## config.mk

```make
export PLATFORM = sky130hd
export DESIGN_NAME = signed_int_to_decimal_ascii
export DESIGN_NICKNAME = d
export VERILOG_FILES = /design/src/rtl/sida_pkg.sv /design/src/rtl/signed_int_to_decimal_ascii.sv
export VERILOG_INCLUDE_DIRS = /design/src /design/src/rtl
export SDC_FILE = /design/constraint.sdc
export NUM_CORES = 1
export LEC_CHECK = 0
export ABC_AREA = 0
export BUFFER_PORTS_ARGS = -buffer_cell sky130_fd_sc_hd__buf_2
export CORE_AREA = 3 3 212 256
export CTS_CLUSTER_DIAMETER = 200
export DETAILED_ROUTE_END_ITERATION = 8
export DIE_AREA = 0 0 215 259
export PLACE_DENSITY_LB_ADDON = 0.05
export SLEW_MARGIN = 20
export SYNTH_ARGS = -nofsm -noshare
export SYNTH_HDL_FRONTEND = slang
export SYNTH_SLANG_ARGS = --single-unit
export TNS_END_PERCENT = 10
```

## constraint.sdc

```tcl
create_clock -name clk -period 8.57 [get_ports clk]
set_input_delay 0.857 -clock clk [delete_from_list [all_inputs] [get_ports clk]]
set_output_delay 0.857 -clock clk [all_outputs]
set_load 0.01 [all_outputs]
```

## src/rtl/signed_int_to_decimal_ascii_assert.svh

```systemverilog
// ----------------------------------------------------------------------------
// Assertion macros
// Shorthand for the clocked, reset-qualified checks of the decimal converter.
// ----------------------------------------------------------------------------
`ifndef SIGNED_INT_TO_DECIMAL_ASCII_ASSERT_SVH
`define SIGNED_INT_TO_DECIMAL_ASCII_ASSERT_SVH

// The condition must hold at every clock edge out of reset.
`define SIDA_ASSERT_ALWAYS(lbl, cond, msg) \
	lbl: assert property (@(posedge clk) disable iff (!arst_n) (cond)) else $error(msg);

// The consequent must hold in the same cycle as the antecedent.
`define SIDA_ASSERT_IMPLY(lbl, ante, cons, msg) \
	lbl: assert property (@(posedge clk) disable iff (!arst_n) (ante) |-> (cons)) \
		else $error(msg);

`endif

```

## src/rtl/sida_pkg.sv

```systemverilog
// ----------------------------------------------------------------------------
// sida_pkg
// Widths, character codes and the pipeline word of the decimal converter.
// ----------------------------------------------------------------------------
package sida_pkg;

	localparam int VALUE_BITS = 32;
	localparam int DATA_W     = 32;
	localparam int CHAR_W     = 6;
	localparam int OUT_DATA_W = 8;

	// Decimal digits needed for the largest magnitude, 2^(VALUE_BITS-1).
	function automatic int num_digits_f(input int bits);
		logic [63:0] v;
		int          n;
		v = 64'd1 << (bits - 1);
		n = 0;
		while (v != 64'd0) begin
			v = v / 64'd10;
			n = n + 1;
		end
		return n;
	endfunction

	localparam int NUM_DIGITS = num_digits_f(VALUE_BITS);
	localparam int BCD_W      = 4 * NUM_DIGITS;
	localparam int DIG_W      = $clog2(NUM_DIGITS);
	localparam int CNT_W      = $clog2(NUM_DIGITS + 1);

	// Double-dabble shift steps done in each pipeline stage.
	localparam int STEPS_PER_STAGE = 4;
	localparam int NUM_STAGES      = (VALUE_BITS + STEPS_PER_STAGE - 1) / STEPS_PER_STAGE;

	localparam logic [CHAR_W-1:0] ASCII_ZERO  = 6'd48;
	localparam logic [CHAR_W-1:0] ASCII_MINUS = 6'd45;

	typedef struct packed {
		logic                  neg;
		logic [BCD_W-1:0]      bcd;
		logic [VALUE_BITS-1:0] bin;
	} pipe_t;

endpackage

```

## src/rtl/signed_int_to_decimal_ascii.sv

```systemverilog
// ----------------------------------------------------------------------------
// signed_int_to_decimal_ascii
// A number passes the sign and magnitude stage, the double-dabble stages, the
// serializer and the character register; its characters then follow at one per
// cycle when the output is not stalled. Numbers are paced by the serializer, by
// sign and digit count; the double-dabble pipeline takes one per cycle unless held.
// Reset clears all valid bits and the serializer; nothing is kept between items.
// ----------------------------------------------------------------------------
`include "signed_int_to_decimal_ascii_assert.svh"

module signed_int_to_decimal_ascii (
	input  logic                            clk,
	input  logic                            arst_n,
	input  logic                            s_axis_tvalid,
	output logic                            s_axis_tready,
	input  logic [sida_pkg::DATA_W-1:0]     s_axis_tdata,  // [31:0] value
	output logic                            m_axis_tvalid,
	input  logic                            m_axis_tready,
	output logic [sida_pkg::OUT_DATA_W-1:0] m_axis_tdata,  // [5:0] character, [7:6] zero
	output logic                            m_axis_tlast   // last
);
	import sida_pkg::*;

	// Stage 0 holds sign and magnitude; stages 1..NUM_STAGES run double dabble.
	pipe_t dd_s   [0:NUM_STAGES];
	pipe_t dd_nxt [0:NUM_STAGES];
	logic  vld_s  [0:NUM_STAGES];
	logic  rdy    [0:NUM_STAGES];

	logic                    busy_q;
	logic                    neg_pend_q;
	logic [BCD_W-1:0]        digits_q;
	logic [CNT_W-1:0]        left_q;
	logic                    out_vld_q;
	logic [CHAR_W-1:0]       char_q;
	logic                    last_q;

	logic                    out_free;
	logic                    emit;
	logic                    ser_take;
	logic [DIG_W-1:0]        lead;
	logic [DIG_W-1:0]        spare;
	logic [BCD_W-1:0]        aligned;
	logic [CNT_W-1:0]        nd;

	// A stage may load when it is empty or its content moves on this cycle.
	always_comb begin
		rdy[NUM_STAGES] = !vld_s[NUM_STAGES] || ser_take;
		for (int k = NUM_STAGES - 1; k >= 0; k--) begin
			rdy[k] = !vld_s[k] || rdy[k + 1];
		end
	end

	assign s_axis_tready = rdy[0];

	always_comb begin
		logic [VALUE_BITS-1:0] raw;
		raw = s_axis_tdata[VALUE_BITS-1:0];
		dd_nxt[0].neg = raw[VALUE_BITS-1];
		// The most negative value wraps to 2^(VALUE_BITS-1), read as unsigned.
		dd_nxt[0].bin = raw[VALUE_BITS-1] ? (~raw + 1'b1) : raw;
		dd_nxt[0].bcd = '0;
	end

	for (genvar k = 1; k <= NUM_STAGES; k++) begin : g_dd
		always_comb begin
			logic [BCD_W-1:0]      bcd;
			logic [VALUE_BITS-1:0] bin;
			bcd = dd_s[k - 1].bcd;
			bin = dd_s[k - 1].bin;
			for (int j = 0; j < STEPS_PER_STAGE; j++) begin
				if ((k - 1) * STEPS_PER_STAGE + j < VALUE_BITS) begin
					for (int d = 0; d < NUM_DIGITS; d++) begin
						if (bcd[4*d +: 4] >= 4'd5) begin
							bcd[4*d +: 4] = bcd[4*d +: 4] + 4'd3;
						end
					end
					{bcd, bin} = {bcd[BCD_W-2:0], bin, 1'b0};
				end
			end
			dd_nxt[k].neg = dd_s[k - 1].neg;
			dd_nxt[k].bcd = bcd;
			dd_nxt[k].bin = bin;
		end
	end

	for (genvar k = 0; k <= NUM_STAGES; k++) begin : g_stage
		always_ff @(posedge clk or negedge arst_n) begin
			if (!arst_n) begin
				vld_s[k] <= 1'b0;
			end else if (rdy[k]) begin
				vld_s[k] <= (k == 0) ? s_axis_tvalid : vld_s[(k == 0) ? 0 : k - 1];
			end
		end

		always_ff @(posedge clk) begin
			if (rdy[k]) begin
				dd_s[k] <= dd_nxt[k];
			end
		end
	end

	// Find the leading nonzero digit and move it to the top of the word.
	always_comb begin
		lead = '0;
		for (int d = 1; d < NUM_DIGITS; d++) begin
			if (dd_s[NUM_STAGES].bcd[4*d +: 4] != 4'd0) begin
				lead = DIG_W'(d);
			end
		end
		spare   = DIG_W'(NUM_DIGITS - 1) - lead;
		aligned = dd_s[NUM_STAGES].bcd << {spare, 2'b00};
		nd      = CNT_W'(lead) + 1'b1;
	end

	assign out_free = !out_vld_q || m_axis_tready;
	assign emit     = out_free && busy_q;
	assign ser_take = !busy_q || (emit && !neg_pend_q && left_q == CNT_W'(1));

	always_ff @(posedge clk or negedge arst_n) begin
		if (!arst_n) begin
			busy_q     <= 1'b0;
			neg_pend_q <= 1'b0;
			left_q     <= '0;
			out_vld_q  <= 1'b0;
		end else begin
			if (out_free) begin
				out_vld_q <= busy_q;
			end
			if (ser_take) begin
				busy_q     <= vld_s[NUM_STAGES];
				neg_pend_q <= dd_s[NUM_STAGES].neg;
				left_q     <= nd;
			end else if (emit) begin
				if (neg_pend_q) begin
					neg_pend_q <= 1'b0;
				end else begin
					left_q <= left_q - 1'b1;
				end
			end
		end
	end

	always_ff @(posedge clk) begin
		if (emit) begin
			if (neg_pend_q) begin
				char_q <= ASCII_MINUS;
				last_q <= 1'b0;
			end else begin
				char_q <= ASCII_ZERO + {2'b00, digits_q[BCD_W-1 -: 4]};
				last_q <= (left_q == CNT_W'(1));
			end
		end
		if (ser_take) begin
			digits_q <= aligned;
		end else if (emit && !neg_pend_q) begin
			digits_q <= {digits_q[BCD_W-5:0], 4'd0};
		end
	end

	assign m_axis_tvalid = out_vld_q;
	assign m_axis_tdata  = {{(OUT_DATA_W - CHAR_W){1'b0}}, char_q};
	assign m_axis_tlast  = last_q;

	`SIDA_ASSERT_IMPLY(a_char_code, m_axis_tvalid,
		(m_axis_tdata[5:0] == ASCII_MINUS) ||
		((m_axis_tdata[5:0] >= ASCII_ZERO) && (m_axis_tdata[5:0] <= ASCII_ZERO + 6'd9)),
		"character is neither a minus sign nor a digit")
	`SIDA_ASSERT_IMPLY(a_minus_not_last, m_axis_tvalid && m_axis_tdata[5:0] == ASCII_MINUS,
		!m_axis_tlast, "minus sign marked as the last character")
	`SIDA_ASSERT_IMPLY(a_busy_count, busy_q, left_q != '0,
		"serializer busy with no digits left")
	`SIDA_ASSERT_ALWAYS(a_count_range, left_q <= CNT_W'(NUM_DIGITS),
		"digit count exceeds the digit width")

endmodule
```

==> impl_metrics.env <==
export IMPL_holdWs_ns=0.192
export IMPL_std_cell_rows=92
export IMPL_switchingPower_mw=1.82
export IMPL_ys_top_cells_by_area="edfxtp_1 (38%), ha_1 (6.2%), a21oi_1 (5.8%)"
export IMPL_dpl_cell_count=3988
export IMPL_yosysMostFrequentCell="edfxtp_1"
export IMPL_cp_arrival_ns=5.19
export IMPL_power_internal_mw=4.09
export IMPL_synth_common_cells="edfxtp_1 (384), a21oi_1 (346), o21ai_0 (339), nand2_1 (294), nor2_1 (261)"
export IMPL_hold_path_class="in2async"
export IMPL_setup_viol=0
export IMPL_grt_pass1_wl_um=105000
export IMPL_path_class="reg2reg"
export IMPL_numPortBuffers=43
export IMPL_post_cts_buffers=0
export IMPL_cts_buffer_depth=3
export IMPL_ys_ff_latch=400
export IMPL_hold_viol=0
export IMPL_fmax_ghz=0.206
export IMPL_routedWlPerCell_um=15.4
export IMPL_ys_types=81
export IMPL_die_area_um2=55700
export IMPL_required_ns=8.90
export IMPL_grt_start_max_net_pins=49
export IMPL_antenna_cells=0
export IMPL_ioPinCount=47
export IMPL_slew_violations=0
export IMPL_period_needed_ns=4.86
export IMPL_clk_pin_slew_ns=0.06
export IMPL_relSlewSlack_pct=27.9
export IMPL_synth_cells=3322
export IMPL_post_cts_resized=0
export IMPL_synth_area_per_cell_um2=9.03
export IMPL_peakVddDrop_mv=0.156
export IMPL_ys_seq_area_share_pct=39.8
export IMPL_syn_area_um2=30000
export IMPL_p_comb_share_pct=25.5
export IMPL_crit_path_end_kind="flip-flop"
export IMPL_startpoint_type="flip-flop"
export IMPL_p_leak_nw=12.2
export IMPL_antenna_found_initial=0
export IMPL_netlist_area_leader_share_pct=38.4
export IMPL_vias=24500
export IMPL_cp_top_family="compound AO/OA/AOI/OAI gates"
export IMPL_worstMarginPinSlew_ns=1.07
export IMPL_start_util_pct=57.6
export IMPL_drt_wl_total_um=62600
export IMPL_skew_ns=0.0332
export IMPL_layout_drive_gt1_share_pct=8.28
export IMPL_p_seq_share_pct=40.6
export IMPL_clock_latency_ns=0.60
export IMPL_ant_nets=0
export IMPL_syn_to_final_growth_pct=8.20
export IMPL_cpMaxStageDelayCell="mux2i_1"
export IMPL_drt_initial_drc_count=1728
export IMPL_switching_share_pct=30.7
export IMPL_drv_cap=0
export IMPL_viasPerCell=6.02
export IMPL_drc_errors=0
export IMPL_ys_flop_type="edfxtp_1"
export IMPL_p_per_area_nw_per_um2=182
export IMPL_overflow=0
export IMPL_fin_cells=4073
export IMPL_die_x_um=215
export IMPL_clockRootBuffer="clkbuf_16"
export IMPL_synth_async_reset_ratio_pct=4.00
export IMPL_cts_buffers=45
export IMPL_critPathMaxStageDelay_ns=0.83
export IMPL_yosysTopAreaCell="edfxtp_1"
export IMPL_rsz0062_at_grt="false"
export IMPL_synth_warnings=0
export IMPL_synth_edff_count=384
export IMPL_outcome="finished, final reports clean"
export IMPL_fin_crit_sh_pct=56.7
export IMPL_nNetsFinal=3516
export IMPL_hpwlAfterDp_um=46200
export IMPL_p_clk_share_pct=33.9
export IMPL_gp_congestion=0.860
export IMPL_core_area_um2=52100
export IMPL_worstPathCellList="inv_1, ha_1, nand2b_1, a21oi_1, mux2i_1, o21ai_1, xnor2_1, inv_2, ha_1, inv_1, o221ai_1, a21oi_1, nor2_1, a2111oi_0, nor2_1"
export IMPL_grt_util_all_layers_pct=21.8
export IMPL_crit_buf_inv=3
export IMPL_cts_tree="yes"
export IMPL_cts_htree_levels=2
export IMPL_fin_setup_tns_ns=0
export IMPL_clkSinkCount=400
export IMPL_ctsHoldBuffers=0
export IMPL_die_height_um=259
export IMPL_grt_pass1_vias=23200
export IMPL_dr_pass1_iters=8
export IMPL_path_max_fanout=13
-- worst reg2reg max path, cell delays in order (launching register included) --
cell,delay [ns]
edfxtp_1,0.45
inv_1,0.12
ha_1,0.20
nand2b_1,0.08
a21oi_1,0.42
mux2i_1,0.83
o21ai_1,0.18
xnor2_1,0.53
inv_2,0.21
ha_1,0.24
inv_1,0.06
o221ai_1,0.41
a21oi_1,0.28
nor2_1,0.06
a2111oi_0,0.42
nor2_1,0.09
-- worst paths after layout --
kind / start / end / slack, ns / cells after the start
max in group asynchronous: arst_n / vld_s[5] / 8.06 / 1
max reg2reg: dd_s[0][397] / dd_s[0][476] / 3.71 / 15
min: arst_n / left_q[2] / 0.19 / 1
min reg2reg: dd_s[0][462] / dd_s[0][539] / 0.42 / 0
max: dd_s[0][397] / dd_s[0][476] / 3.71 / 15
min in group clk: dd_s[0][462] / dd_s[0][539] / 0.42 / 0
-- stage by stage --
step | power [mW] | area (µm²) | setup WS, ns | utilization [%]
2_1_floorplan | 3.62 | 30000 | 4.75 | -
3_3_place_gp | 3.85 | 30900 | 3.99 | 59.3
3_5_place_dp | 3.93 | 30900 | 3.83 | 59.3
4_1_cts | 5.96 | 32500 | 3.79 | 62.2
5_1_grt | 6.25 | 32500 | 3.21 | 62.3
6_report | 5.91 | 32500 | 3.71 | 62.3
-- layer usage --
layer  routed length, µm  track usage, %  up-vias
met1               25400            24.5    11600
met3                1940            2.61      121
met5                   0               0        -
met2               33300            42.3      452
met4                1940            7.46        0
li1                    -               -    12400
-- logic make-up (layout without fill, tap and decap cells) --
| family | count (synthesis) | count (layout) | synth area share (%) |
|---|---|---|---|
| AOI/OAI and AO/OA | 1158 | 1158 | 23.4 |
| xor gates and xnor gates | 194 | 194 | 5.66 |
| adders and majority gates | 153 | 153 | 6.34 |
| buffers and inverters | 319 | 364 | 4.04 |
| DFF | 400 | 400 | 39.8 |
| muxes | 172 | 172 | 6.02 |
| other | 2 | 3 | 0.0250 |
| and+or+nand+nor | 924 | 924 | 14.7 |
-- registers in the layout, indices dropped and copies added, names as in the netlist --
signal and flops:
neg_pend_q 1, m_axis_tlast 1, digits_q 40, dd_s 338, m_axis_tvalid 1, busy_q 1
char_q 5, vld_s 9, left_q 4
-- area by class of cell --
class / instances / area [µm²]
Clock inverter: 36 / 410
Inverter: 212 / 796
Tap cell: 705 / 882
Timing Repair Buffer: 68 / 400
Multi-Input combinational cell: 2604 / 16900
Fill cell: 4345 / 19700
Clock buffer: 48 / 1150
Sequential cell: 400 / 11900
-- power groups by stage --
stage	Clock (mW)	Sequential (mW)	Combinational (mW)
floorplan	0	2.41	1.21
CTS	2.06	2.40	1.50
global route	2.13	2.41	1.71
global placement	0	2.43	1.42
detailed placement	0	2.44	1.49
finish	2.00	2.40	1.51
-- cells in the final DEF, fill, tap and decap left out, drive strengths merged, types with 21 or more instances in the layout --
cell    instances
edfxtp        384
o21ai         349
a21oi         347
nand2         294
nor2          261
inv           220
xnor2         158
ha            149
mux2i         103
a31oi         102
nand2b         84
mux2           69
buf            67
nor2b          53
nor3b          51
clkbuf         49
a22oi          42
nand3          40
nor3           39
o22ai          38
xor2           36
a211oi         34
a21o           32
or2            22
a221oi         21
No activity file was read; power rests on OpenSTA's default activity.
